<file path="src/sha1_pkg.sv">
// shared constants and types for the sha-1 message hasher
package sha1_pkg;

  localparam logic [31:0] H0 = 32'h67452301;
  localparam logic [31:0] H1 = 32'hEFCDAB89;
  localparam logic [31:0] H2 = 32'h98BADCFE;
  localparam logic [31:0] H3 = 32'h10325476;
  localparam logic [31:0] H4 = 32'hC3D2E1F0;

  localparam logic [31:0] K0 = 32'h5A827999;
  localparam logic [31:0] K1 = 32'h6ED9EBA1;
  localparam logic [31:0] K2 = 32'h8F1BBCDC;
  localparam logic [31:0] K3 = 32'hCA62C1D6;

  localparam logic [7:0] PAD_MARK = 8'h80;

  localparam int SCHED_WORDS = 16;
  localparam int ROUNDS      = 80;
  localparam int RND_W       = 7;

  typedef struct packed {
    logic [31:0] a;
    logic [31:0] b;
    logic [31:0] c;
    logic [31:0] d;
    logic [31:0] e;
  } wvars_t;

  typedef struct packed {
    logic       push;
    logic [7:0] byte_val;
    logic       step;
    logic       expand;
  } sched_ctl_t;

  localparam wvars_t CHAIN_INIT = '{a: H0, b: H1, c: H2, d: H3, e: H4};

endpackage

</file>
<file path="src/sha1_round.sv">
// one sha-1 compression round, the shared arithmetic unit
module sha1_round (
  input  sha1_pkg::wvars_t          wv_i,
  input  logic [sha1_pkg::RND_W-1:0] rnd,
  input  logic [31:0]               w,
  output sha1_pkg::wvars_t          wv_o
);

  localparam int RW = sha1_pkg::RND_W;

  logic [31:0] f;
  logic [31:0] k;
  logic [31:0] t;

  always_comb begin
    if (rnd < RW'(20)) begin
      f = (wv_i.b & wv_i.c) | (~wv_i.b & wv_i.d);
      k = sha1_pkg::K0;
    end else if (rnd < RW'(40)) begin
      f = wv_i.b ^ wv_i.c ^ wv_i.d;
      k = sha1_pkg::K1;
    end else if (rnd < RW'(60)) begin
      f = (wv_i.b & wv_i.c) | (wv_i.b & wv_i.d) | (wv_i.c & wv_i.d);
      k = sha1_pkg::K2;
    end else begin
      f = wv_i.b ^ wv_i.c ^ wv_i.d;
      k = sha1_pkg::K3;
    end
    t = {wv_i.a[26:0], wv_i.a[31:27]} + f + wv_i.e + k + w;
    wv_o.a = t;
    wv_o.b = wv_i.a;
    wv_o.c = {wv_i.b[1:0], wv_i.b[31:2]};
    wv_o.d = wv_i.c;
    wv_o.e = wv_i.d;
  end

endmodule

</file>
<file path="src/sha1_sched.sv">
// block buffer and rolling 16-word message schedule
module sha1_sched (
  input  logic                 clk,
  input  sha1_pkg::sched_ctl_t ctl,
  output logic [31:0]          w_cur
);

  localparam int N = sha1_pkg::SCHED_WORDS;

  logic [31:0] win_r   [N];
  logic [31:0] win_nxt [N];
  logic [31:0] mix;

  always_comb begin
    mix   = win_r[13] ^ win_r[8] ^ win_r[2] ^ win_r[0];
    w_cur = ctl.expand ? {mix[30:0], mix[31]} : win_r[0];
  end

  always_comb begin
    win_nxt = win_r;
    if (ctl.push) begin
      for (int k = 0; k < N - 1; k++) begin
        win_nxt[k] = {win_r[k][23:0], win_r[k+1][31:24]};
      end
      win_nxt[N-1] = {win_r[N-1][23:0], ctl.byte_val};
    end else if (ctl.step) begin
      for (int k = 0; k < N - 1; k++) begin
        win_nxt[k] = win_r[k+1];
      end
      win_nxt[N-1] = w_cur;
    end
  end

  always_ff @(posedge clk) begin
    win_r <= win_nxt;
  end

endmodule

</file>
<file path="src/sha1_message_hasher.sv">
// sha-1 message hasher top level: sequencer, chaining words, padding and digest output
// Takes at most one message byte per input transaction and returns the SHA-1 digest as
// five output transactions (word 0 most significant) after an end_of_message transaction,
// then starts the next message from the standard initial values. A transaction that
// completes a 64-byte block starts a compression: the single round adder runs the 80
// rounds one per cycle, then S_FOLD adds the result into the chaining words. Padding
// pushes its bytes (0x80, zero fill, a step to switch to the length, 8 length bytes) one
// per cycle through the same block buffer, pausing while a full block is compressed, so
// closing a message takes the padding plus one or two block compressions, then one digest
// word per cycle while out_ready is high. in_ready is low from the transaction that fills
// a block or ends a message until the compression, or the last digest word, is done.
module sha1_message_hasher (
  input  logic        clk,
  input  logic        rst_n,
  input  logic        in_valid,
  output logic        in_ready,
  input  logic [7:0]  in_data_byte,
  input  logic        in_has_byte,
  input  logic        in_end_of_message,
  output logic        out_valid,
  input  logic        out_ready,
  output logic [31:0] out_digest_word,
  output logic [2:0]  out_word_index,
  output logic        out_last_word
);

  localparam int RW = sha1_pkg::RND_W;

  localparam logic [2:0] S_IDLE  = 3'd0;
  localparam logic [2:0] S_ROUND = 3'd1;
  localparam logic [2:0] S_FOLD  = 3'd2;
  localparam logic [2:0] S_PAD   = 3'd3;
  localparam logic [2:0] S_OUT   = 3'd4;

  localparam logic [1:0] PH_MARK = 2'd0;
  localparam logic [1:0] PH_ZERO = 2'd1;
  localparam logic [1:0] PH_LEN  = 2'd2;

  localparam logic [5:0] LEN_FILL  = 6'd56;
  localparam logic [2:0] LAST_WORD = 3'd4;

  logic [2:0]       state_r,   state_nxt;
  logic [RW-1:0]    rnd_r,     rnd_nxt;
  logic [5:0]       fill_r,    fill_nxt;
  logic [60:0]      count_r,   count_nxt;
  logic [63:0]      len_r,     len_nxt;
  logic [2:0]       len_cnt_r, len_cnt_nxt;
  logic [1:0]       phase_r,   phase_nxt;
  logic             pad_r,     pad_nxt;
  logic             done_r,    done_nxt;
  logic [2:0]       idx_r,     idx_nxt;
  sha1_pkg::wvars_t chain_r,   chain_nxt;
  sha1_pkg::wvars_t wv_r,      wv_nxt;

  logic             push;
  logic [7:0]       push_val;
  logic             push_wrap;
  logic             step;
  logic [31:0]      w_cur;
  sha1_pkg::wvars_t wv_round;
  sha1_pkg::sched_ctl_t sched_ctl;

  assign in_ready        = (state_r == S_IDLE);
  assign out_valid       = (state_r == S_OUT);
  assign out_digest_word = chain_r.a;
  assign out_word_index  = idx_r;
  assign out_last_word   = (idx_r == LAST_WORD);

  assign push_wrap = push && (fill_r == 6'd63);

  always_comb begin
    sched_ctl.push     = push;
    sched_ctl.byte_val = push_val;
    sched_ctl.step     = step;
    sched_ctl.expand   = (rnd_r >= RW'(sha1_pkg::SCHED_WORDS));
  end

  sha1_sched u_sched (
    .clk   (clk),
    .ctl   (sched_ctl),
    .w_cur (w_cur)
  );

  sha1_round u_round (
    .wv_i (wv_r),
    .rnd  (rnd_r),
    .w    (w_cur),
    .wv_o (wv_round)
  );

  always_comb begin
    state_nxt   = state_r;
    rnd_nxt     = rnd_r;
    fill_nxt    = fill_r;
    count_nxt   = count_r;
    len_nxt     = len_r;
    len_cnt_nxt = len_cnt_r;
    phase_nxt   = phase_r;
    pad_nxt     = pad_r;
    done_nxt    = done_r;
    idx_nxt     = idx_r;
    chain_nxt   = chain_r;
    wv_nxt      = wv_r;
    push        = 1'b0;
    push_val    = 8'h00;
    step        = 1'b0;

    case (state_r)
      S_IDLE: begin
        if (in_valid) begin
          if (in_has_byte) begin
            push      = 1'b1;
            push_val  = in_data_byte;
            count_nxt = count_r + 61'd1;
          end
          if (in_end_of_message) begin
            pad_nxt     = 1'b1;
            phase_nxt   = PH_MARK;
            len_cnt_nxt = 3'd0;
            len_nxt     = {count_nxt, 3'b000};
            state_nxt   = S_PAD;
          end
        end
      end
      S_PAD: begin
        case (phase_r)
          PH_MARK: begin
            push      = 1'b1;
            push_val  = sha1_pkg::PAD_MARK;
            phase_nxt = PH_ZERO;
          end
          PH_ZERO: begin
            if (fill_r == LEN_FILL) begin
              phase_nxt = PH_LEN;
            end else begin
              push = 1'b1;
            end
          end
          PH_LEN: begin
            push        = 1'b1;
            push_val    = len_r[63:56];
            len_nxt     = {len_r[55:0], 8'h00};
            len_cnt_nxt = len_cnt_r + 3'd1;
            if (len_cnt_r == 3'd7) begin
              done_nxt = 1'b1;
            end
          end
          default: begin
            phase_nxt = PH_MARK;
          end
        endcase
      end
      S_ROUND: begin
        step    = 1'b1;
        wv_nxt  = wv_round;
        rnd_nxt = rnd_r + RW'(1);
        if (rnd_r == RW'(sha1_pkg::ROUNDS - 1)) begin
          state_nxt = S_FOLD;
        end
      end
      S_FOLD: begin
        chain_nxt.a = chain_r.a + wv_r.a;
        chain_nxt.b = chain_r.b + wv_r.b;
        chain_nxt.c = chain_r.c + wv_r.c;
        chain_nxt.d = chain_r.d + wv_r.d;
        chain_nxt.e = chain_r.e + wv_r.e;
        if (done_r) begin
          state_nxt = S_OUT;
        end else if (pad_r) begin
          state_nxt = S_PAD;
        end else begin
          state_nxt = S_IDLE;
        end
      end
      S_OUT: begin
        if (out_ready) begin
          chain_nxt = '{a: chain_r.b, b: chain_r.c, c: chain_r.d, d: chain_r.e, e: chain_r.a};
          idx_nxt   = idx_r + 3'd1;
          if (idx_r == LAST_WORD) begin
            chain_nxt = sha1_pkg::CHAIN_INIT;
            idx_nxt   = 3'd0;
            count_nxt = '0;
            pad_nxt   = 1'b0;
            done_nxt  = 1'b0;
            state_nxt = S_IDLE;
          end
        end
      end
      default: begin
        state_nxt = S_IDLE;
      end
    endcase

    if (push) begin
      fill_nxt = fill_r + 6'd1;
    end
    if (push_wrap) begin
      rnd_nxt   = '0;
      wv_nxt    = chain_r;
      state_nxt = S_ROUND;
    end
  end

  always_ff @(posedge clk) begin
    if (!rst_n) begin
      state_r   <= S_IDLE;
      rnd_r     <= '0;
      fill_r    <= '0;
      count_r   <= '0;
      len_cnt_r <= '0;
      phase_r   <= PH_MARK;
      pad_r     <= 1'b0;
      done_r    <= 1'b0;
      idx_r     <= '0;
      chain_r   <= sha1_pkg::CHAIN_INIT;
    end else begin
      state_r   <= state_nxt;
      rnd_r     <= rnd_nxt;
      fill_r    <= fill_nxt;
      count_r   <= count_nxt;
      len_cnt_r <= len_cnt_nxt;
      phase_r   <= phase_nxt;
      pad_r     <= pad_nxt;
      done_r    <= done_nxt;
      idx_r     <= idx_nxt;
      chain_r   <= chain_nxt;
    end
  end

  always_ff @(posedge clk) begin
    len_r <= len_nxt;
    wv_r  <= wv_nxt;
  end

  a_no_overlap: assert property (@(posedge clk) disable iff (!rst_n)
    !(in_ready && out_valid))
    else $error("input and output sides active together");

  a_round_end: assert property (@(posedge clk) disable iff (!rst_n)
    (state_r == S_ROUND && rnd_r == RW'(sha1_pkg::ROUNDS - 1)) |=> (state_r == S_FOLD))
    else $error("compression did not end after the last round");

  a_digest_aligned: assert property (@(posedge clk) disable iff (!rst_n)
    out_valid |-> (fill_r == 6'd0 && out_word_index <= LAST_WORD))
    else $error("digest output with a partly filled block or bad index");

  a_restart: assert property (@(posedge clk) disable iff (!rst_n)
    (out_valid && out_ready && out_last_word) |=>
      (in_ready && count_r == 61'd0 && chain_r == sha1_pkg::CHAIN_INIT))
    else $error("hasher did not restart after the last digest word");

endmodule

</file>
<file path="config.mk">
export PLATFORM = sky130hd
export DESIGN_NAME = sha1_message_hasher
export DESIGN_NICKNAME = d
export VERILOG_FILES = /design/src/sha1_pkg.sv /design/src/sha1_round.sv /design/src/sha1_sched.sv /design/src/sha1_message_hasher.sv
export SDC_FILE = /design/constraint.sdc
export NUM_CORES = 2
export LEC_CHECK = 0
export BUFFER_PORTS_ARGS = -buffer_cell sky130_fd_sc_hd__buf_2
export CORE_MARGIN = 2
export CORE_UTILIZATION = 45
export DETAILED_ROUTE_END_ITERATION = 6
export GPL_TIMING_DRIVEN = 0
export SETUP_SLACK_MARGIN = 0.02
export SLEW_MARGIN = 10
export SYNTH_ARGS = -nofsm -noshare
export SYNTH_HDL_FRONTEND = slang
export SYNTH_SLANG_ARGS = --single-unit
</file>
<file path="constraint.sdc">
create_clock -name clk -period 23.5 [get_ports clk]
set_clock_uncertainty 0.1 [all_clocks]
set_input_delay 4.7 -clock clk [delete_from_list [all_inputs] [get_ports clk]]
set_output_delay 4.7 -clock clk [all_outputs]
set_load 0.01 [all_outputs]
</file>
; ---- Word-level counts from Yosys, hierarchy flattened
; Cells that the tools add are included.
[totals]
in_bits = 14
register_bits = 983
output_inout_bits = 38
[classes]
reduce_logical = 20
n_bitwise = 15
n_eq_ne = 26
magnitude_cmp = 4
addsub = 14
n_mux = 60
[op_table]
columns = op, count
row1 = 512-bit two-way mux, 2
row2 = 160-bit two-way mux, 4
row3 = 160-bit case mux with 2 select lines, 1
row4 = 32-bit adder, 9
row5 = 61-bit two-way mux, 4
row6 = 32-bit two-way mux, 6
row7 = 64-bit two-way mux, 3
row8 = 32-bit bitwise XOR, 5
row9 = 32-bit bitwise AND, 4
row10 = 64-bit case mux with 2 select lines, 1
row11 = 61-bit case mux with 2 select lines, 1
row12 = 32-bit bitwise OR, 3
row13 = "61-bit by 1-bit adder with 61-bit output, second input constant", 1
row14 = 32-bit NOT, 1
row15 = 8-bit case mux with 2 select lines, 2
row16 = 31-bit two-way mux, 1
row17 = 3-bit two-way mux, 10
row18 = 8-bit two-way mux, 2
row19 = 3-bit case mux with 5 select lines, 1
row20 = 5-bit AND reduction, 3
row21 = "7-bit by 6-bit less-than comparator with 1-bit output, second input constant", 2
row22 = "6-bit == test, second input constant", 2
row23 = "2-bit inequality test, second input constant", 6
row24 = 6-bit AND reduction, 2
row25 = 29 further kinds, 63

; ---- Depth between registers and ports, before layout
[depth]
depth_word = 12
depth_mapped = 26
mapped_depth_nobuf = 23

; ---- Cells and area by module
; A second synthesis with hierarchy kept.
[hier_totals]
hier_cells = 5161
hier_area_um2 = 60810.8
[modules_own_cells]
columns = module, seq_area_each_um2, cells_each, area_per_inst_um2, instances
row1 = sha1_message_hasher, 11581.1, 3101, 28825.1, 1
row2 = sha1_sched, 15374.7, 1315, 25539.5, 1
row3 = sha1_round, 0.0, 745, 6446.2, 1

; ---- Worst setup path after synthesis
; OpenSTA, ideal clock, no wires.
[synth_path]
kind = input to register
start = input port in_has_byte
end = register u_sched.win_r[0] (netlist bit) (enable)
path_buffers = 3
setup_time_ns = 3.656
path_slack_ns = 5.606
arrival_time_ns = 14.138
path_stages = 6
path_cell_list = buf_4 and3_1 a21oi_1 clkbuf_1 clkbuf_1 nand2_1
[synth_via]
elab_chain_cells = 4
[synth_rtl]
columns = element, line_no
row1 = start: declaration, sha1_message_hasher.sv:18  ; input logic in_has_byte,
row2 = 1-bit two-way mux, sha1_message_hasher.sv:111  ; if (in_has_byte) begin
row3 = 1-bit two-way mux, sha1_message_hasher.sv:110  ; if (in_valid) begin
row4 = 1-bit case mux with 2 select lines, sha1_message_hasher.sv:108  ; case (state_r)
row5 = 2-bit nonzero test (no source line), n/a
row6 = end signal: assignment, sha1_sched.sv:35  ; win_r <= win_nxt;
row7 = end: declaration, sha1_sched.sv:10  ; logic [31:0] win_r [N];
; Every way passes these cells.
; A chain may end at the register's enable or synchronous reset.

; ---- Worst setup path after layout
[layout_path]
start = register idx_r[0], in the netlist out_word_index[0]
end = output port out_last_word
[layout_via]
elab_chain_cells = 1
[layout_rtl]
columns = element, line_no
row1 = start: declaration, sha1_message_hasher.sv:51  ; logic [2:0] idx_r, idx_nxt;
row2 = start signal: assignment, sha1_message_hasher.sv:225  ; idx_r <= idx_nxt;
row3 = 3-bit == test, sha1_message_hasher.sv:67  ; assign out_last_word = (idx_r == LAST_WORD);
row4 = end: declaration, sha1_message_hasher.sv:24  ; output logic out_last_word
; Every way passes these cells.

==> key figures <==
Timing
  • Unrepaired setup endpoints after global routing: no
  • Slew at the pin closest to its max-slew limit: roughly 1500 ps
  • Fmax achieved: 107 MHz
  • Final TNS setup: 0 ps
  • Slew Viols, Final: 11
  • Final setup violating endpoints: 0
  • Tmin final: between 9000 and 10000 ps
  • Number of hold-slack violations in the final timing report: 0
  • Worst slew margin: -0.0253
  • Ratio of final minimum period to clock period: 0.397

Placement
  • Post-detailed-placement half-perimeter wirelength: ~170000 um
  • Port buffer count: 50
  • Final weighted congestion in routability-driven placement: 1.01

Floorplanning
  • Core region area: between 100000 and 150000 um2
  • Area of the die: approximately 130000 um2
  • Site Rows: roughly 130
  • Effective utilization at floorplan: 0.455
  • Number of top-level pins: between 50 and 60
  • Vert. Die Dim: ~360 um
  • Die Span X: about 360 um

GRT
  • Aggregate global routing overflow: 0
  • Number of antenna violations at the first check in global routing: 17
  • Vias in the first global route: approximately 46000
  • Maximum number of pins on one net before global-route repair: 63
  • Total GRT Usage: 0.340
  • First-pass GRT wire length: 316000 um

Clocking
  • Count of H-tree levels built during CTS: 3
  • Clock buffer count from CTS: 110
  • CTS-repair resized insts: 0
  • CTS tree: yes
  • Clock root buffer: clkbuf_16
  • Post-CTS setup buffer count: 0
  • Clock transition at the registers of the reported paths: around 60 ps
  • Clock latency on the worst-skew pair: 760 ps
  • Number of clock sinks: slightly below 1000
  • Maximum root-to-sink buffer count: 3
  • Count of hold buffers inserted by post-cts repair: 0

Setup path
  • Most frequent CP cell: inv_1
  • Number of stages on the worst setup path: 7
  • FF-to-FF path depth: 25
  • Crit path kind: reg2out
  • Endpoint kind of the worst setup timing path: primary output
  • Maximum fanout count along the critical path: 10
  • Critical path's slowest cell: clkbuf_1
  • Sum of buffers and inverters on the critical path: 5
  • Arrival time at the worst endpoint: between 4000 and 5000 ps
  • Dominant delay contributor by cell family on the critical path: buffers and inverters
  • Element type at the critical path start: flip-flop
  • Critical Path Max Stage Delay: roughly 1100 ps
  • Cells along the critical path: inv_1 -> ha_1 -> nand2_1 -> inv_1 -> clkbuf_2 -> clkbuf_1 -> buf_2
  • Required arrival time at the worst endpoint: roughly 19000 ps

Synth
  • Cell types occupying the most area after synthesis: edfxtp_1 39%, nand2_1 15%, dfxtp_1 8.8%
  • Share of Yosys cell area claimed by the top area cell type: 0.390
  • Number of distinct standard cells referenced by the synthesized netlist: 88
  • Library cell with the largest summed area after synthesis: edfxtp_1
  • Portion of the post-synthesis area used by sequential elements: 0.478
  • Share of flip-flops with an asynchronous set or reset: 0
  • Yosys reg bits: ~1000
  • Cell Area, Synth: about 56000 um2
  • Number of synthesized flops with an enable pin: 733
  • Dominant synthesized flop cell: edfxtp_1
  • Synthesized Nets: 6603
  • Synthesized instance count: about 6300
  • Mean Syn Cell Area: 9.01 um2
  • Synthesis Warnings: 0

Status
  • Result of the run: complete, but fails checks
  • Failing checks: capacitance limit, slew limit

Drt
  • Starting DRC count in detailed routing: between 7000 and 8000
  • Number of nets still failing antenna checks after routing: 0
  • Detailed-routing iteration count for the pre-antenna-repair pass: 7
  • Routed length per instance: approximately 27 um
  • Vias per Instance: 6.05
  • Wire length reported by the detailed router: between 200000 and 250000 um
  • Number of remaining DRC errors: 0
  • Routed vias: roughly 49000

Final layout
  • Fraction of layout cells with a size suffix above 1: 0.0490
  • Area overhead of the layout relative to synthesis: 11.5%
  • Number of nets in the layout: between 6000 and 7000

Worst hold path
  • Cell depth of the worst hold path: 2
  • Path category of the worst min-delay check: reg2reg

Run
  • Reported max-cap violation count: 1
worst register-to-register path, stage by stage (launching register included):
cell	delay (ps)
dfxtp_1	290
clkbuf_1	180
nand2_1	150
o21a_1	130
clkbuf_1	510
nand2_1	660
inv_1	380
nor2_1	160
inv_1	690
clkbuf_1	830
o21ai_0	490
fa_1	630
inv_1	60
fa_1	530
inv_1	40
ha_1	360
nand3_1	180
or3_1	430
nor3_1	310
o211a_1	270
a211o_1	210
o21ai_0	230
o2111ai_1	290
a21oi_1	150
xnor2_1	210
a21oi_1	100
state kept, by name, summed over array words and instances, names as in the netlist:
register,flops
phase_r,2
len_cnt_r,3
out_word_index,3
count_r,61
u_sched.win_r,512
rnd_r,7
out_digest_word,32
wv_r,160
fill_r,6
chain_r,128
done_r,1
len_r,61
pad_r,1
state_r,3
metal layers:
metal / GRT usage / part of all wire / wire length, um / vias to the layer above
li1: - / - / - / 21985
met1: 0.492 / 0.42 / 94100 / 23866
met2: 0.483 / 0.41 / 90000 / 3043
met3: 0.0824 / 0.12 / 26200 / 551
met4: 0.148 / 0.050 / 11200 / 6
met5: 0 / 0.00070 / 156 / -
metrics by stage:
step / util / instance area [um2] / hold WS, ps / setup slack [ps] / instances
after global placement: 0.473 / 58700 / 367 / -1160 / 7949
after global routing: 0.507 / 62900 / 419 / 14340 / 8175
after detailed placement: 0.476 / 59100 / 375 / 14300 / 7965
after CTS: 0.506 / 62900 / 383 / 14560 / 8172
final: 0.507 / 62900 / 381 / 14160 / 8180
after floorplan: - / 56400 / 355 / 5610 / 6262
synth_stat cells, types with 84 or more instances:
cell and number:
dfxtp_1 247, nor3_1 84, o21ai_0 376, clkbuf_1 291, xor2_1 85, ha_1 210
edfxtp_1 733, xnor2_1 235, fa_1 117, nor2_1 333, nand2_1 2185, nand3_1 111
inv_1 185, a21oi_1 245
cells by family (layout without fill, tap and decap cells):
| kind of cell | count (synthesis) | in the layout | synth area share |
|---|---|---|---|
| other | 0 | 7 | 0 |
| buffers and inverters | 532 | 806 | 0.0376 |
| adders and majority gates | 327 | 327 | 0.0881 |
| xor gates and xnor gates | 320 | 320 | 0.0497 |
| DFF | 980 | 980 | 0.478 |
| muxes | 43 | 43 | 0.00767 |
| AOI/OAI and AO/OA | 1131 | 1131 | 0.129 |
| and+or+nand+nor | 2929 | 2929 | 0.211 |
placed cells by master, fill, tap and decap left out, types with 184 or more instances in the layout:
master	netlist	layout
ha_1	210	210
inv_1	185	184
xnor2_1	235	235
edfxtp_1	733	733
clkbuf_1	291	302
o21ai_0	376	376
nor2_1	333	333
a21oi_1	245	245
nand2_1	2185	2183
dfxtp_1	247	247
layout make-up:
class | count | area (um2)
Sequential cell | 980 | 27000
Timing Repair Buffer | 67 | 616
Multi-Input combinational cell | 4750 | 27400
Fill cell | 11652 | 61200
Clock buffer | 139 | 2970
Inverter | 186 | 698
Buffer | 346 | 1440
Tap cell | 1637 | 2050
Antenna cell | 7 | 17.5
Clock inverter | 68 | 776
worst paths after layout:
path	to	startpoint	slack (ps)
setup / recovery	out_last_word	out_word_index[0]	14160
hold / removal	count_r[60]	count_r[60]	380
setup reg to reg	wv_r[159]	rnd_r[4]	14640
hold reg to reg	count_r[60]	count_r[60]	380
Power is left out: the tool's default activity adds up to more than one toggle a clock period on the data nets, which glitch-free logic cannot reach.
